<file path="config.mk">
export PLATFORM = sky130hd
export DESIGN_NAME = counter_priority_task_picker_top
export DESIGN_NICKNAME = d
export VERILOG_FILES = /design/src/hw/rtl/cpt_pkg.sv /design/src/hw/rtl/cpt_table.sv /design/src/hw/rtl/cpt_alu.sv /design/src/hw/rtl/counter_priority_task_picker_top.sv
export SDC_FILE = /design/constraint.sdc
export NUM_CORES = 1
export LEC_CHECK = 0
export BUFFER_PORTS_ARGS = -buffer_cell sky130_fd_sc_hd__buf_2
export CORE_AREA = 2 2 137 139
export DETAILED_ROUTE_END_ITERATION = 7
export DIE_AREA = 0 0 139 141
export GPL_ROUTABILITY_DRIVEN = 0
export PLACE_DENSITY = 0.63
export SYNTH_ARGS = -nofsm -noshare
export SYNTH_HDL_FRONTEND = slang
export SYNTH_SLANG_ARGS = --single-unit
export TNS_END_PERCENT = 30
</file>
<file path="constraint.sdc">
create_clock -name clk -period 8.3 [get_ports clk]
set_clock_uncertainty 0.15 [all_clocks]
set_input_delay 0.415 -clock clk [delete_from_list [all_inputs] [get_ports clk]]
set_output_delay 0.415 -clock clk [all_outputs]
set_load 0.05 [all_outputs]
</file>
<file path="src/hw/rtl/cpt_pkg.sv">
// ----------------------------------------------------------------------------
// cpt_pkg
// Shared constants and types for the counter-priority task picker.
// ----------------------------------------------------------------------------
package cpt_pkg;

  // Table geometry
  localparam int NUM_SLOTS = 8;
  localparam int IDX_W     = (NUM_SLOTS > 1) ? $clog2(NUM_SLOTS) : 1;

  // Field widths
  localparam int SLOT_W    = 3;
  localparam int CTR_W     = 9;
  localparam int PRI_W     = 8;
  localparam int RCH_SHIFT = 2;

  // Command codes carried in tuser
  localparam logic CMD_WRITE = 1'b0;
  localparam logic CMD_SCHED = 1'b1;

  // One task slot
  typedef struct packed {
    logic             present;
    logic             runnable;
    logic [CTR_W-1:0] counter;
    logic [PRI_W-1:0] priority_val;
  } entry_t;

  // Table write port
  typedef struct packed {
    logic             en;
    logic [IDX_W-1:0] idx;
    entry_t           entry;
  } wr_t;

  // Shared unit results
  typedef struct packed {
    logic             better;
    logic [CTR_W-1:0] rch_counter;
  } alu_out_t;

endpackage

</file>
<file path="src/hw/rtl/cpt_table.sv">
// ----------------------------------------------------------------------------
// cpt_table
// Task slot storage: one write port, one read port addressed by the sequencer.
// ----------------------------------------------------------------------------
module cpt_table (
  input  logic                    clk,
  input  logic                    rst,
  input  cpt_pkg::wr_t            wr,
  input  logic [cpt_pkg::IDX_W-1:0] rd_idx,
  output cpt_pkg::entry_t         rd_entry
);

  cpt_pkg::entry_t slots [cpt_pkg::NUM_SLOTS];

  // Storage, cleared on reset
  always_ff @(posedge clk) begin
    if (rst) begin
      for (int i = 0; i < cpt_pkg::NUM_SLOTS; i++) begin
        slots[i] <= '0;
      end
    end else if (wr.en) begin
      slots[wr.idx] <= wr.entry;
    end
  end

  // Read at the sequencer index
  assign rd_entry = slots[rd_idx];

endmodule

</file>
<file path="src/hw/rtl/cpt_alu.sv">
// ----------------------------------------------------------------------------
// cpt_alu
// Shared unit: candidate compare for the pick and the recharge of one slot.
// ----------------------------------------------------------------------------
module cpt_alu (
  input  cpt_pkg::entry_t            entry,
  input  logic [cpt_pkg::CTR_W-1:0]  best,
  output cpt_pkg::alu_out_t          res
);

  logic [cpt_pkg::CTR_W:0] sum;

  // counter >> 2 plus priority, saturated; absent slots keep their counter
  assign sum = (cpt_pkg::CTR_W+1)'(entry.counter >> cpt_pkg::RCH_SHIFT)
             + (cpt_pkg::CTR_W+1)'(entry.priority_val);

  always_comb begin
    // Candidate beats the best so far (strict, so the first seen wins ties)
    res.better = entry.present && entry.runnable && (entry.counter > best);
    if (!entry.present) begin
      res.rch_counter = entry.counter;
    end else if (sum[cpt_pkg::CTR_W]) begin
      res.rch_counter = '1;
    end else begin
      res.rch_counter = sum[cpt_pkg::CTR_W-1:0];
    end
  end

endmodule

</file>
<file path="src/hw/rtl/counter_priority_task_picker_top.sv">
// ----------------------------------------------------------------------------
// counter_priority_task_picker_top
// Task slot table with a counter/priority scheduler and recharge pass.
//
// Input channel (s_*): tuser is the command, 0 writes one slot, 1 asks for a
// scheduling decision. A write takes effect in the cycle it is accepted and
// gives no output word. A schedule request gives exactly one output word on
// the m_* channel with the chosen slot, a found flag and a recharged flag.
// One compare unit visits one slot per cycle, highest slot first. If the pick
// finds no candidate, a recharge pass (one slot per cycle, lowest slot first)
// and a second pick follow before the word is put out.
// s_tready is high only while no decision is in progress, so one request is
// handled at a time; writes are taken back to back.
// The output word sits in a register until taken; a stalled receiver holds
// the finished decision and blocks the next one from completing.
// Reset clears every slot (not present, not runnable, zero counter and
// priority) and drops any pending word.
// ----------------------------------------------------------------------------
module counter_priority_task_picker_top (
  input  logic        clk,
  input  logic        rst,
  input  logic        s_tvalid,
  output logic        s_tready,
  // [2:0] slot, [3] present, [4] runnable, [13:5] time_left,
  // [21:14] priority_req, [23:22] zero
  input  logic [23:0] s_tdata,
  // [0] command
  input  logic [0:0]  s_tuser,
  output logic        m_tvalid,
  input  logic        m_tready,
  // [2:0] chosen_slot, [3] found, [4] recharged, [7:5] zero
  output logic [7:0]  m_tdata
);

  localparam int IDX_W = cpt_pkg::IDX_W;
  localparam logic [IDX_W-1:0] LAST_IDX = IDX_W'(cpt_pkg::NUM_SLOTS - 1);

  // Sequencer states
  localparam logic [1:0] ST_IDLE = 2'd0;
  localparam logic [1:0] ST_PICK = 2'd1;
  localparam logic [1:0] ST_RCH  = 2'd2;
  localparam logic [1:0] ST_DONE = 2'd3;

  logic [1:0]                state;
  logic [IDX_W-1:0]          idx;
  logic [cpt_pkg::CTR_W-1:0] best;
  logic [IDX_W-1:0]          at;
  logic                      any;
  logic                      rech;

  cpt_pkg::wr_t      wr;
  cpt_pkg::entry_t   rd_entry;
  cpt_pkg::alu_out_t alu_res;

  logic [cpt_pkg::SLOT_W-1:0] in_slot;
  logic                       in_accept;
  logic                       any_now;
  logic [cpt_pkg::SLOT_W-1:0] out_slot;

  assign s_tready  = (state == ST_IDLE);
  assign in_accept = s_tvalid && s_tready;
  assign in_slot   = s_tdata[2:0];
  assign any_now   = any || alu_res.better;
  assign out_slot  = any ? cpt_pkg::SLOT_W'(at) : '0;

  cpt_table u_table (
    .clk      (clk),
    .rst      (rst),
    .wr       (wr),
    .rd_idx   (idx),
    .rd_entry (rd_entry)
  );

  cpt_alu u_alu (
    .entry (rd_entry),
    .best  (best),
    .res   (alu_res)
  );

  // Table write: input word in idle, recharged counter during the pass
  always_comb begin
    wr = '0;
    if (state == ST_RCH) begin
      wr.en            = 1'b1;
      wr.idx           = idx;
      wr.entry         = rd_entry;
      wr.entry.counter = alu_res.rch_counter;
    end else if (in_accept && (s_tuser[0] == cpt_pkg::CMD_WRITE)) begin
      wr.en                 = (32'(in_slot) < cpt_pkg::NUM_SLOTS);
      wr.idx                = IDX_W'(in_slot);
      wr.entry.present      = s_tdata[3];
      wr.entry.runnable     = s_tdata[4];
      wr.entry.counter      = s_tdata[13:5];
      wr.entry.priority_val = s_tdata[21:14];
    end
  end

  // Sequencer
  always_ff @(posedge clk) begin
    if (rst) begin
      state <= ST_IDLE;
      idx   <= '0;
      best  <= '0;
      at    <= '0;
      any   <= 1'b0;
      rech  <= 1'b0;
    end else begin
      case (state)
        ST_IDLE: begin
          if (in_accept && (s_tuser[0] == cpt_pkg::CMD_SCHED)) begin
            state <= ST_PICK;
            idx   <= LAST_IDX;
            best  <= '0;
            at    <= '0;
            any   <= 1'b0;
            rech  <= 1'b0;
          end
        end
        ST_PICK: begin
          if (alu_res.better) begin
            best <= rd_entry.counter;
            at   <= idx;
            any  <= 1'b1;
          end
          if (idx == '0) begin
            if (any_now || rech) begin
              state <= ST_DONE;
            end else begin
              state <= ST_RCH;
              rech  <= 1'b1;
            end
          end else begin
            idx <= idx - 1'b1;
          end
        end
        ST_RCH: begin
          if (idx == LAST_IDX) begin
            state <= ST_PICK;
            best  <= '0;
            at    <= '0;
            any   <= 1'b0;
          end else begin
            idx <= idx + 1'b1;
          end
        end
        ST_DONE: begin
          if (!m_tvalid || m_tready) begin
            state <= ST_IDLE;
          end
        end
        default: begin
          state <= ST_IDLE;
        end
      endcase
    end
  end

  // Output word register
  always_ff @(posedge clk) begin
    if (rst) begin
      m_tvalid <= 1'b0;
    end else if ((state == ST_DONE) && (!m_tvalid || m_tready)) begin
      m_tvalid <= 1'b1;
    end else if (m_tready) begin
      m_tvalid <= 1'b0;
    end
  end

  always_ff @(posedge clk) begin
    if ((state == ST_DONE) && (!m_tvalid || m_tready)) begin
      m_tdata <= {3'b000, rech, any, out_slot};
    end
  end

endmodule
</file>
* After elaboration in Yosys (flattened, before gate mapping)
Memory sizes are Yosys's and may differ from the RTL's. A register that Yosys moved wholly into a read port is not among the register bits.
Cells that the tools add are included.
** Storage, ports and cells
- Register bits after elaboration :: 25
- Bits of input ports :: 29
- Memories :: 1
- Output and inout bits :: 10
- Memory bits (writable) :: 152
** Memories
- u_table.slots :: depth 8, width 19, rd ports 1, clocked after memory_dff 1, wr ports 8, RTL line cpt_table.sv:13 : cpt_pkg::entry_t slots [cpt_pkg::NUM_SLOTS];
** Operators by class
- $lt $le $gt $ge :: 1
- Reduce and logical (&&, ||, !) cells :: 20
- Bitwise gates (word level) :: 1
- Equality and inequality tests :: 12
- Muxes and demuxes :: 41
- Add/subtract/negate cells :: 3
** Operators by type and width (number)
- two-way mux 23 bit :: 2
- two-way mux 9 bit :: 5
- two-way mux 3 bit :: 9
- case mux 9 bit (3 select lines) :: 1
- two-way mux 19 bit :: 1
- OR reduction 19 bit :: 1
- case mux 3 bit (3 select lines) :: 2
- AND reduction 4 bit :: 4
- two-way mux 1 bit :: 14
- != test 2 bit (second input constant) :: 6
- adder 7 x 8 -> 9 bit :: 1
- greater-than comparator 9 bit :: 1
- two-way mux 2 bit :: 4
- case mux 2 bit (4 select lines) :: 1
- logical AND 1 bit :: 6
- equality test 2 bit (second input constant) :: 2
- != test 2 x 1 -> 1 bit (second input constant) :: 2
- nonzero test 2 bit :: 2
- adder 3 x 1 -> 3 bit (second input constant) :: 1
- equality test 3 bit (second input constant) :: 1
- logical NOT 3 bit :: 1
- logical OR 1 bit :: 3
- case mux 1 bit (3 select lines) :: 1
- nonzero test 3 bit :: 1
- 6 further kinds :: 6

* Depth between registers and ports, before layout
Gate-level depths: netlist of the first run.
- Word-level depth :: 10
- Gate-level depth with buffers :: 15
- Gate-level depth less buffers :: 12

* By module
From an unflattened synthesis of the first run, not the netlist that was laid out.
** Second synthesis, totals
- Cell total of the unflattened synthesis :: 686
- Area total of the unflattened synthesis :: 8962.3 um^2
** By module, submodules not included
- cpt_table :: area each 6891.6 um^2, cells each 439, seq. area each 4564.4 um^2, times used 1
- counter_priority_task_picker_top :: area each 1416.4 um^2, cells each 160, seq. area each 550.5 um^2, times used 1
- cpt_alu :: area each 654.4 um^2, cells each 87, seq. area each 0.0 um^2, times used 1

* Least setup slack after synthesis of the first run
Ideal clock, no wire load.
- Path kind :: reg-to-reg
- Start point :: register (tool-made name)
- End point :: memory u_table.slots[0][15] (netlist name), data pin
- Buffers on the path :: 2
- Setup slack :: 4.623 ns
- Period minus slack after synthesis :: 3.677 ns
- Cell stages (with the launch flop) :: 12
- Data required time :: 7.884 ns
- Arrival :: 3.261 ns
- Cell sequence :: dfxtp_1 > buf_6 > buf_2 > mux4_2 > mux2_2 > ha_1 > a21o_1 > a21oi_1 > a21oi_1 > or4b_4 > a32oi_4 > nor2_1
** RTL lines (RTL line)
- end, declared :: cpt_table.sv:13

==> summary.md, run 1 <==
| Metric | Value |
|---|---|
| Pwr Density | around 310 mW/mm^2 |
| Largest net degree at the start of global routing | 49 |
| Leading cell type in the layout, fill and taps excluded | edfxtp_1 |
| CTS root buffer | clkbuf_16 |
| Cell area after synthesis | 0.00894 mm^2 |
| Via count | 5958 |
| Clock power frac | 0.275 |
| CTS buffer count | 17 |
| Area grow syn2layout | 11.5% |
| DRT met1 WL | 9350 um |
| Hold/Removal Path Class | in -> reg |
| Slew @ Worst Pin | about 1200 ps |
| Main combinational cell family by area after synthesis | simple AND/OR/NAND/NOR gates |
| # IOs | 39 |
| Hold path depth | 2 |
| Power, Total | 3.07 mW |
| Commonest cells after routing, fill and taps aside | edfxtp_1 (157), nor2_1 (152), mux4_2 (37) |
| First-pass DRT Iterations | 5 |
| Core Area | roughly 0.018 mm^2 |
| Metal3 WL | 1650 um |
| Yosys warning count | 0 |
| Critical path launch point type | flop |
| Worst-path cell chain | buf_4 > mux4_2 > mux2i_1 > inv_1 > ha_1 > a21o_1 > nand4_1 > a21oi_1 > or4b_4 > a32oi_4 > nor2_1 |
| R2R depth | 11 |
| GRT Util Overall | 0.235 |
| Port Buffers | 33 |
| Total gr overflow | 0 |
| Number of synthesized flops with an enable pin | 157 |
| Final Max Tran Viols | 0 |
| Cell area after layout | 0.00997 mm^2 |
| Vias in the first global route | 6134 |
| Xor/xnor share of the synthesized area | 0.00294 |
| Final critical path time including I/O delays and setup | 4450 ps |
| Synth Area in Simple Gates | 0.127 |
| First DRT Iteration DRCs | approximately 550 |
| Post-DP HPWL | 13600 um |
| Placement Cell Area | 0.00936 mm^2 |
| Hold-fix buffers, CTS | 0 |
| CP endpoint kind | flop |
| Synth Area in Adders | 0.0325 |
| Final setup margin | ~3900 ps |
| FP Rows | 50 |
| Ys async rst share | 0 |
| Final net count | 781 |
| TNS Setup | 0 ps |
| Synth unique cells | 64 |
| Die H | 141 um |
| Switching pwr | 1.09 mW |
| Setup Fix Bufs, Post-CTS | 0 |
| Synth Area per Inst | 12.7 um^2 |
| Met2 Wirelength | 10900 um |
| Antenna viol nets, final | 0 |
| Prevailing post-synth register cell | edfxtp_1 |
| Die Width | 139 um |
| Synth Instances | 706 |
| Top Metal Used | met4 |
| Comb pwr share | 0.373 |
| Maximum clock rate | 225 MHz |
| Worst EP required | 8320 ps |
| Layout cells sized above 1 | 0.208 |
| Pleak | 3.49 nW |
| Crit path kind | reg -> reg |
| Placed instance count | between 900 and 1000 |
| Internal Power | about 2.0 mW |
| CP arrival | 4460 ps |
| H-tree levels | 4 |
| Final hold violations | 0 |
| Compound-Gate Fraction of Synth Area | 0.0963 |
| Relative slew slack | 0.196 |
| RSZ-0062 raised after global routing | false |
| Post-Route WL | 22300 um |
| Max-cap viol count | 0 |
| Post_cts resized | 0 |
| Multi-input logic area | 0.00346 mm^2 |
| CP max stage cell | buf_4 |
| Final worst path period share | 0.536 |
| Initial Util | 0.490 |
| Power share of the sequential group | 0.352 |
| CTS tree | done |
| Hold WS | 127 ps |
| Seq. cell area | 0.00518 mm^2 |
| Final Non-Filler Cells | 976 |
| Sw Share | 0.356 |
| Ant diodes | 0 |
| Multiplexer share of the synthesized area | 0.125 |
| Final setup viols | 0 |
| Critical Path Max Stage Delay | 610 ps |
| Clk sink count | 180 |
| WL per Instance | 22.9 um |
| CTS clk-pin slew, worst paths | 70 ps |
| First-pass GRT wire length | 34600 um |
| Drt via density | 6.10 |
| Pre-CTS WS | 3860 ps |
| Die ar. | 0.0196 mm^2 |
| DRC violations left | 0 |
| Peak supply drop | ~190 uV |
| Fillers | 1545 |
| Skew-Pair Late Insertion Delay | about 430 ps |
| CP Max Fanout | 35 |
| Status | finished clean |
| Synthesized flop and latch total | 180 |
| Max Root-Sink Buffers | 2 |
| Register area share after synthesis | 0.579 |
| Initial antenna violation count | 0 |
| Layout Utilization | 0.546 |
-- sequential cells by signal (all words and copies together) (netlist names), named ones only --
name	cells
state	2
m_tvalid	1
any	1
idx	3
m_tdata	5
rech	1
best	9
u_table.slots	152
at	3
-- power groups by stage --
| stage | logic, mW | registers [mW] | clock network, mW |
|---|---|---|---|
| final | 1.14 | 1.08 | 0.844 |
| after global routing | 1.24 | 1.09 | 0.881 |
| after CTS | 1.14 | 1.08 | 0.850 |
| after detailed placement | 1.14 | 1.10 | 0 |
| after global placement | 1.12 | 1.10 | 0 |
| after floorplan | 0.866 | 1.09 | 0 |
-- area by class of cell --
class / instances / area share
repair buffers: 56 / 0.0339
multi-input cells: 451 / 0.347
inverters: 24 / 0.00903
flip-flops and latches: 180 / 0.519
clock inverters: 11 / 0.0176
well taps: 234 / 0.0294
clock buffers: 20 / 0.0438
-- worst max-delay path, delay by kind of cell, from the launching register on --
kind	cells	cell delay, ps
simple gates	3	750
fa+ha+maj	1	320
compound gates	3	650
buf+inv	2	810
mux	2	1050
flops	1	390
-- cell usage after synthesis (2+ instances only) --
cell type	count	area share
o21ai_0	8	0.0045
nor2_1	152	0.064
a21oi_1	22	0.012
dfxtp_1	23	0.051
nand3_1	24	0.013
clkbuf_1	30	0.013
buf_2	11	0.0062
buf_4	6	0.0050
a31o_1	2	0.0020
o21bai_1	8	0.0067
nand2b_1	8	0.0056
nand3b_1	4	0.0034
or2_1	2	0.0014
ha_1	20	0.028
a211oi_1	2	0.0017
inv_1	23	0.0097
nor3_1	9	0.0050
a22oi_2	13	0.018
nor2b_1	5	0.0035
mux2_2	10	0.013
o31ai_1	12	0.010
o21ai_1	2	0.0011
xor2_1	3	0.0029
or4_1	5	0.0042
nand2_1	21	0.0088
a21boi_0	4	0.0034
a21o_1	4	0.0034
and3_1	2	0.0014
edfxtp_1	157	0.53
and2_1	6	0.0042
nand4_1	8	0.0056
buf_1	4	0.0017
o311ai_1	3	0.0029
mux4_2	37	0.093
o21a_1	4	0.0034
o2111ai_1	12	0.012
fa_1	2	0.0045
mux2i_1	12	0.013
-- routing by layer --
metal	track usage	vias up
li1	-	2690
met1	0.316	2984
met2	0.393	252
met3	0.0425	32
met4	0.0739	0
met5	0	-
-- worst paths after layout --
check | from | endpoint | slack, ps
max | flop | u_table.slots[3][15] | 3850
min reg2reg | rech | m_tdata[4] | 310
max reg2reg | flop | u_table.slots[3][15] | 3850
min | rst | state[1] | 130
-- kinds of logic after synthesis --
| group | Yosys count |
|---|---|
| muxes | 61 |
| buffers and inverters | 77 |
| and+or+nand+nor | 253 |
| adders and majority gates | 22 |
| other | 1 |
| DFF | 180 |
| AOI/OAI and AO/OA | 109 |
| xor gates and xnor gates | 3 |
(Power assumes the default switching activity.)
==> inputs of run 2 (changes only) <==
==> constraint.sdc (replaced) <==
create_clock -name clk -period 4.47 [get_ports clk]
set_clock_uncertainty 0.15 [all_clocks]
set_input_delay 0.2235 -clock clk [delete_from_list [all_inputs] [get_ports clk]]
set_output_delay 0.2235 -clock clk [all_outputs]
set_load 0.05 [all_outputs]
==> summary.md, run 2 (synthesis gave the netlist of run 1 again) <==
| Metric | Value |
|---|---|
| Status | finished clean |
| H-tree levels | 4 |
| Largest registers | u_table.slots (152), best (9), m_tdata (5) |
| FP Rows | 50 |
| First-pass GRT wire length | around 35000 um |
| Seq. cell area | 0.00518 mm^2 |
| # IOs | 39 |
| Critical path launch point type | flop |
| CTS clk-pin slew, worst paths | 70 ps |
| Final Max Tran Viols | 0 |
| Final critical path time including I/O delays and setup | 3910 ps |
| Crit path kind | reg -> reg |
| Port Buffers | 33 |
| Post-DP HPWL | 14600 um |
| Slew @ Worst Pin | 1190 ps |
| Ant diodes | 0 |
| CTS buffer count | 17 |
| Pwr Density | 570 mW/mm^2 |
| Clk sink count | 180 |
| CP Max Fanout | 19 |
| Antenna viol nets, final | 0 |
| Leading cell type in the layout, fill and taps excluded | edfxtp_1 |
| Final setup margin | 561 ps |
| Final hold violations | 0 |
| Commonest cells after routing, fill and taps aside | edfxtp_1 (157), nor2_1 (152), mux4_2 (37) |
| Core Area | 0.0183 mm^2 |
| Total gr overflow | 0 |
| Crit path to | u_table.slots[2][16] |
| WL per Instance | 22.7 um |
| CP arrival | 3910 ps |
| Die ar. | 0.0196 mm^2 |
| Worst EP required | 4470 ps |
| Power, Total | between 5 and 6 mW |
| First DRT Iteration DRCs | about 650 |
| CTS root buffer | clkbuf_16 |
| Pleak | 3.57 nW |
| Pre-CTS WS | 589 ps |
| Placement Cell Area | roughly 0.0095 mm^2 |
| Final net count | 795 |
| Die Width | roughly 140 um |
| End of the worst register-to-register path | u_table.slots[2][16] |
| Vias in the first global route | 6119 |
| Relative slew slack | 0.204 |
| Area grow syn2layout | 13.0% |
| CTS tree | done |
| Skew-Pair Late Insertion Delay | 430 ps |
| TNS Setup | 0 ps |
| Initial Util | 0.490 |
| Multi-input logic area | between 0.003 and 0.004 mm^2 |
| Max FFs per register | approximately 150 |
| Die H | 141 um |
| Largest net degree at the start of global routing | 33 |
| Max-cap viol count | 0 |
| Setup Fix Bufs, Post-CTS | 0 |
| Post-Route WL | ~22000 um |
| Maximum clock rate | 256 MHz |
| Biggest register | u_table.slots |
| R2R depth | 12 |
| RSZ-0062 raised after global routing | false |
| Layout cells sized above 1 | 0.225 |
| R2r setup slk | about 560 ps |
| CP endpoint kind | flop |
| Via count | 6089 |
| Layout Utilization | 0.553 |
| Hold/Removal Path Class | in -> reg |
| Final worst path period share | 0.875 |
| Initial antenna violation count | 0 |
| Peak supply drop | 338 uV |
| Cell area after layout | 0.0101 mm^2 |
| Drt via density | 6.14 |
| Final setup viols | 0 |
| Max Root-Sink Buffers | 2 |
| GRT Util Overall | 0.238 |
| DRC violations left | 0 |
| Fillers | between 1500 and 2000 |
| First-pass DRT Iterations | 5 |
run 2: changes by cell type in the layout (fill, tap and decap cells not counted), sizes merged:
| cell | previous run | this run |
|---|---|---|
| buf | 56 | 68 |
| inv | 25 | 27 |
| clkinvlp | 1 | 3 |
| clkbuf | 20 | 17 |
| bufinv | 4 | 3 |
| dlygate4sd3 | 0 | 2 |
| clkinv | 5 | 6 |
run 2: metrics by stage:
| step | instances | hold slack [ps] |
|---|---|---|
| 2_1_floorplan | 708 | 264 |
| 3_3_place_gp | 957 | 293 |
| 3_5_place_dp | 957 | 325 |
| 4_1_cts | 991 | 25.4 |
| 5_1_grt | 991 | 54.0 |
| 6_report | 991 | 35.3 |
run 2: layer usage:
metal / track usage / part of all wire / up-vias
met5: 0 / 0 / -
met4: 0.0712 / 0.016 / 0
met3: 0.0523 / 0.077 / 34
met2: 0.398 / 0.50 / 294
met1: 0.317 / 0.41 / 3043
li1: - / - / 2718
run 2: repair_timing:
action | CTS | global route
endpoints found under the hold margin | 8 | 0
hold buffers | 2 | 0
setup endpoints to repair | 0 | 0
resized for setup | 0 | 0
run 2: worst max-delay path, cell delays in order (launching register included):
cell,delay (ps)
dfxtp_2,340
buf_4,370
mux4_2,560
mux2_2,340
ha_1,230
inv_1,80
fa_1,220
nor2b_1,60
o21a_1,180
o21a_1,200
o31a_1,260
o21ai_1,490
a21oi_1,150
run 2: cell type report:
cell class,count,area share
clock buffer,17,0.0421
clock inverter,15,0.0177
inverter,24,0.00892
multi-input combinational,451,0.343
sequential,180,0.513
tap,234,0.0290
timing repair buffer,70,0.0468
run 2: worst min path at each step:
stage                     depth (start not counted)       start                   end
after CTS                                         3  s_tdata[3]  u_table.slots[7][18]
after detailed placement                          2        rech                  rech
after floorplan                                   3    m_tready              m_tvalid
after global placement                            0        rech            m_tdata[4]
final                                             3  s_tdata[3]  u_table.slots[7][18]
after global routing                              3  s_tdata[3]  u_table.slots[6][18]
run 2: report_power, final:
| group | total [mW] | internal [mW] | switching (mW) | leakage (nW) |
|---|---|---|---|---|
| Clock | 1.54 | 0.884 | 0.654 | 0.288 |
| Sequential | 2.02 | 1.94 | 0.0802 | 1.80 |
| Combinational | 2.20 | 0.856 | 1.34 | 1.48 |
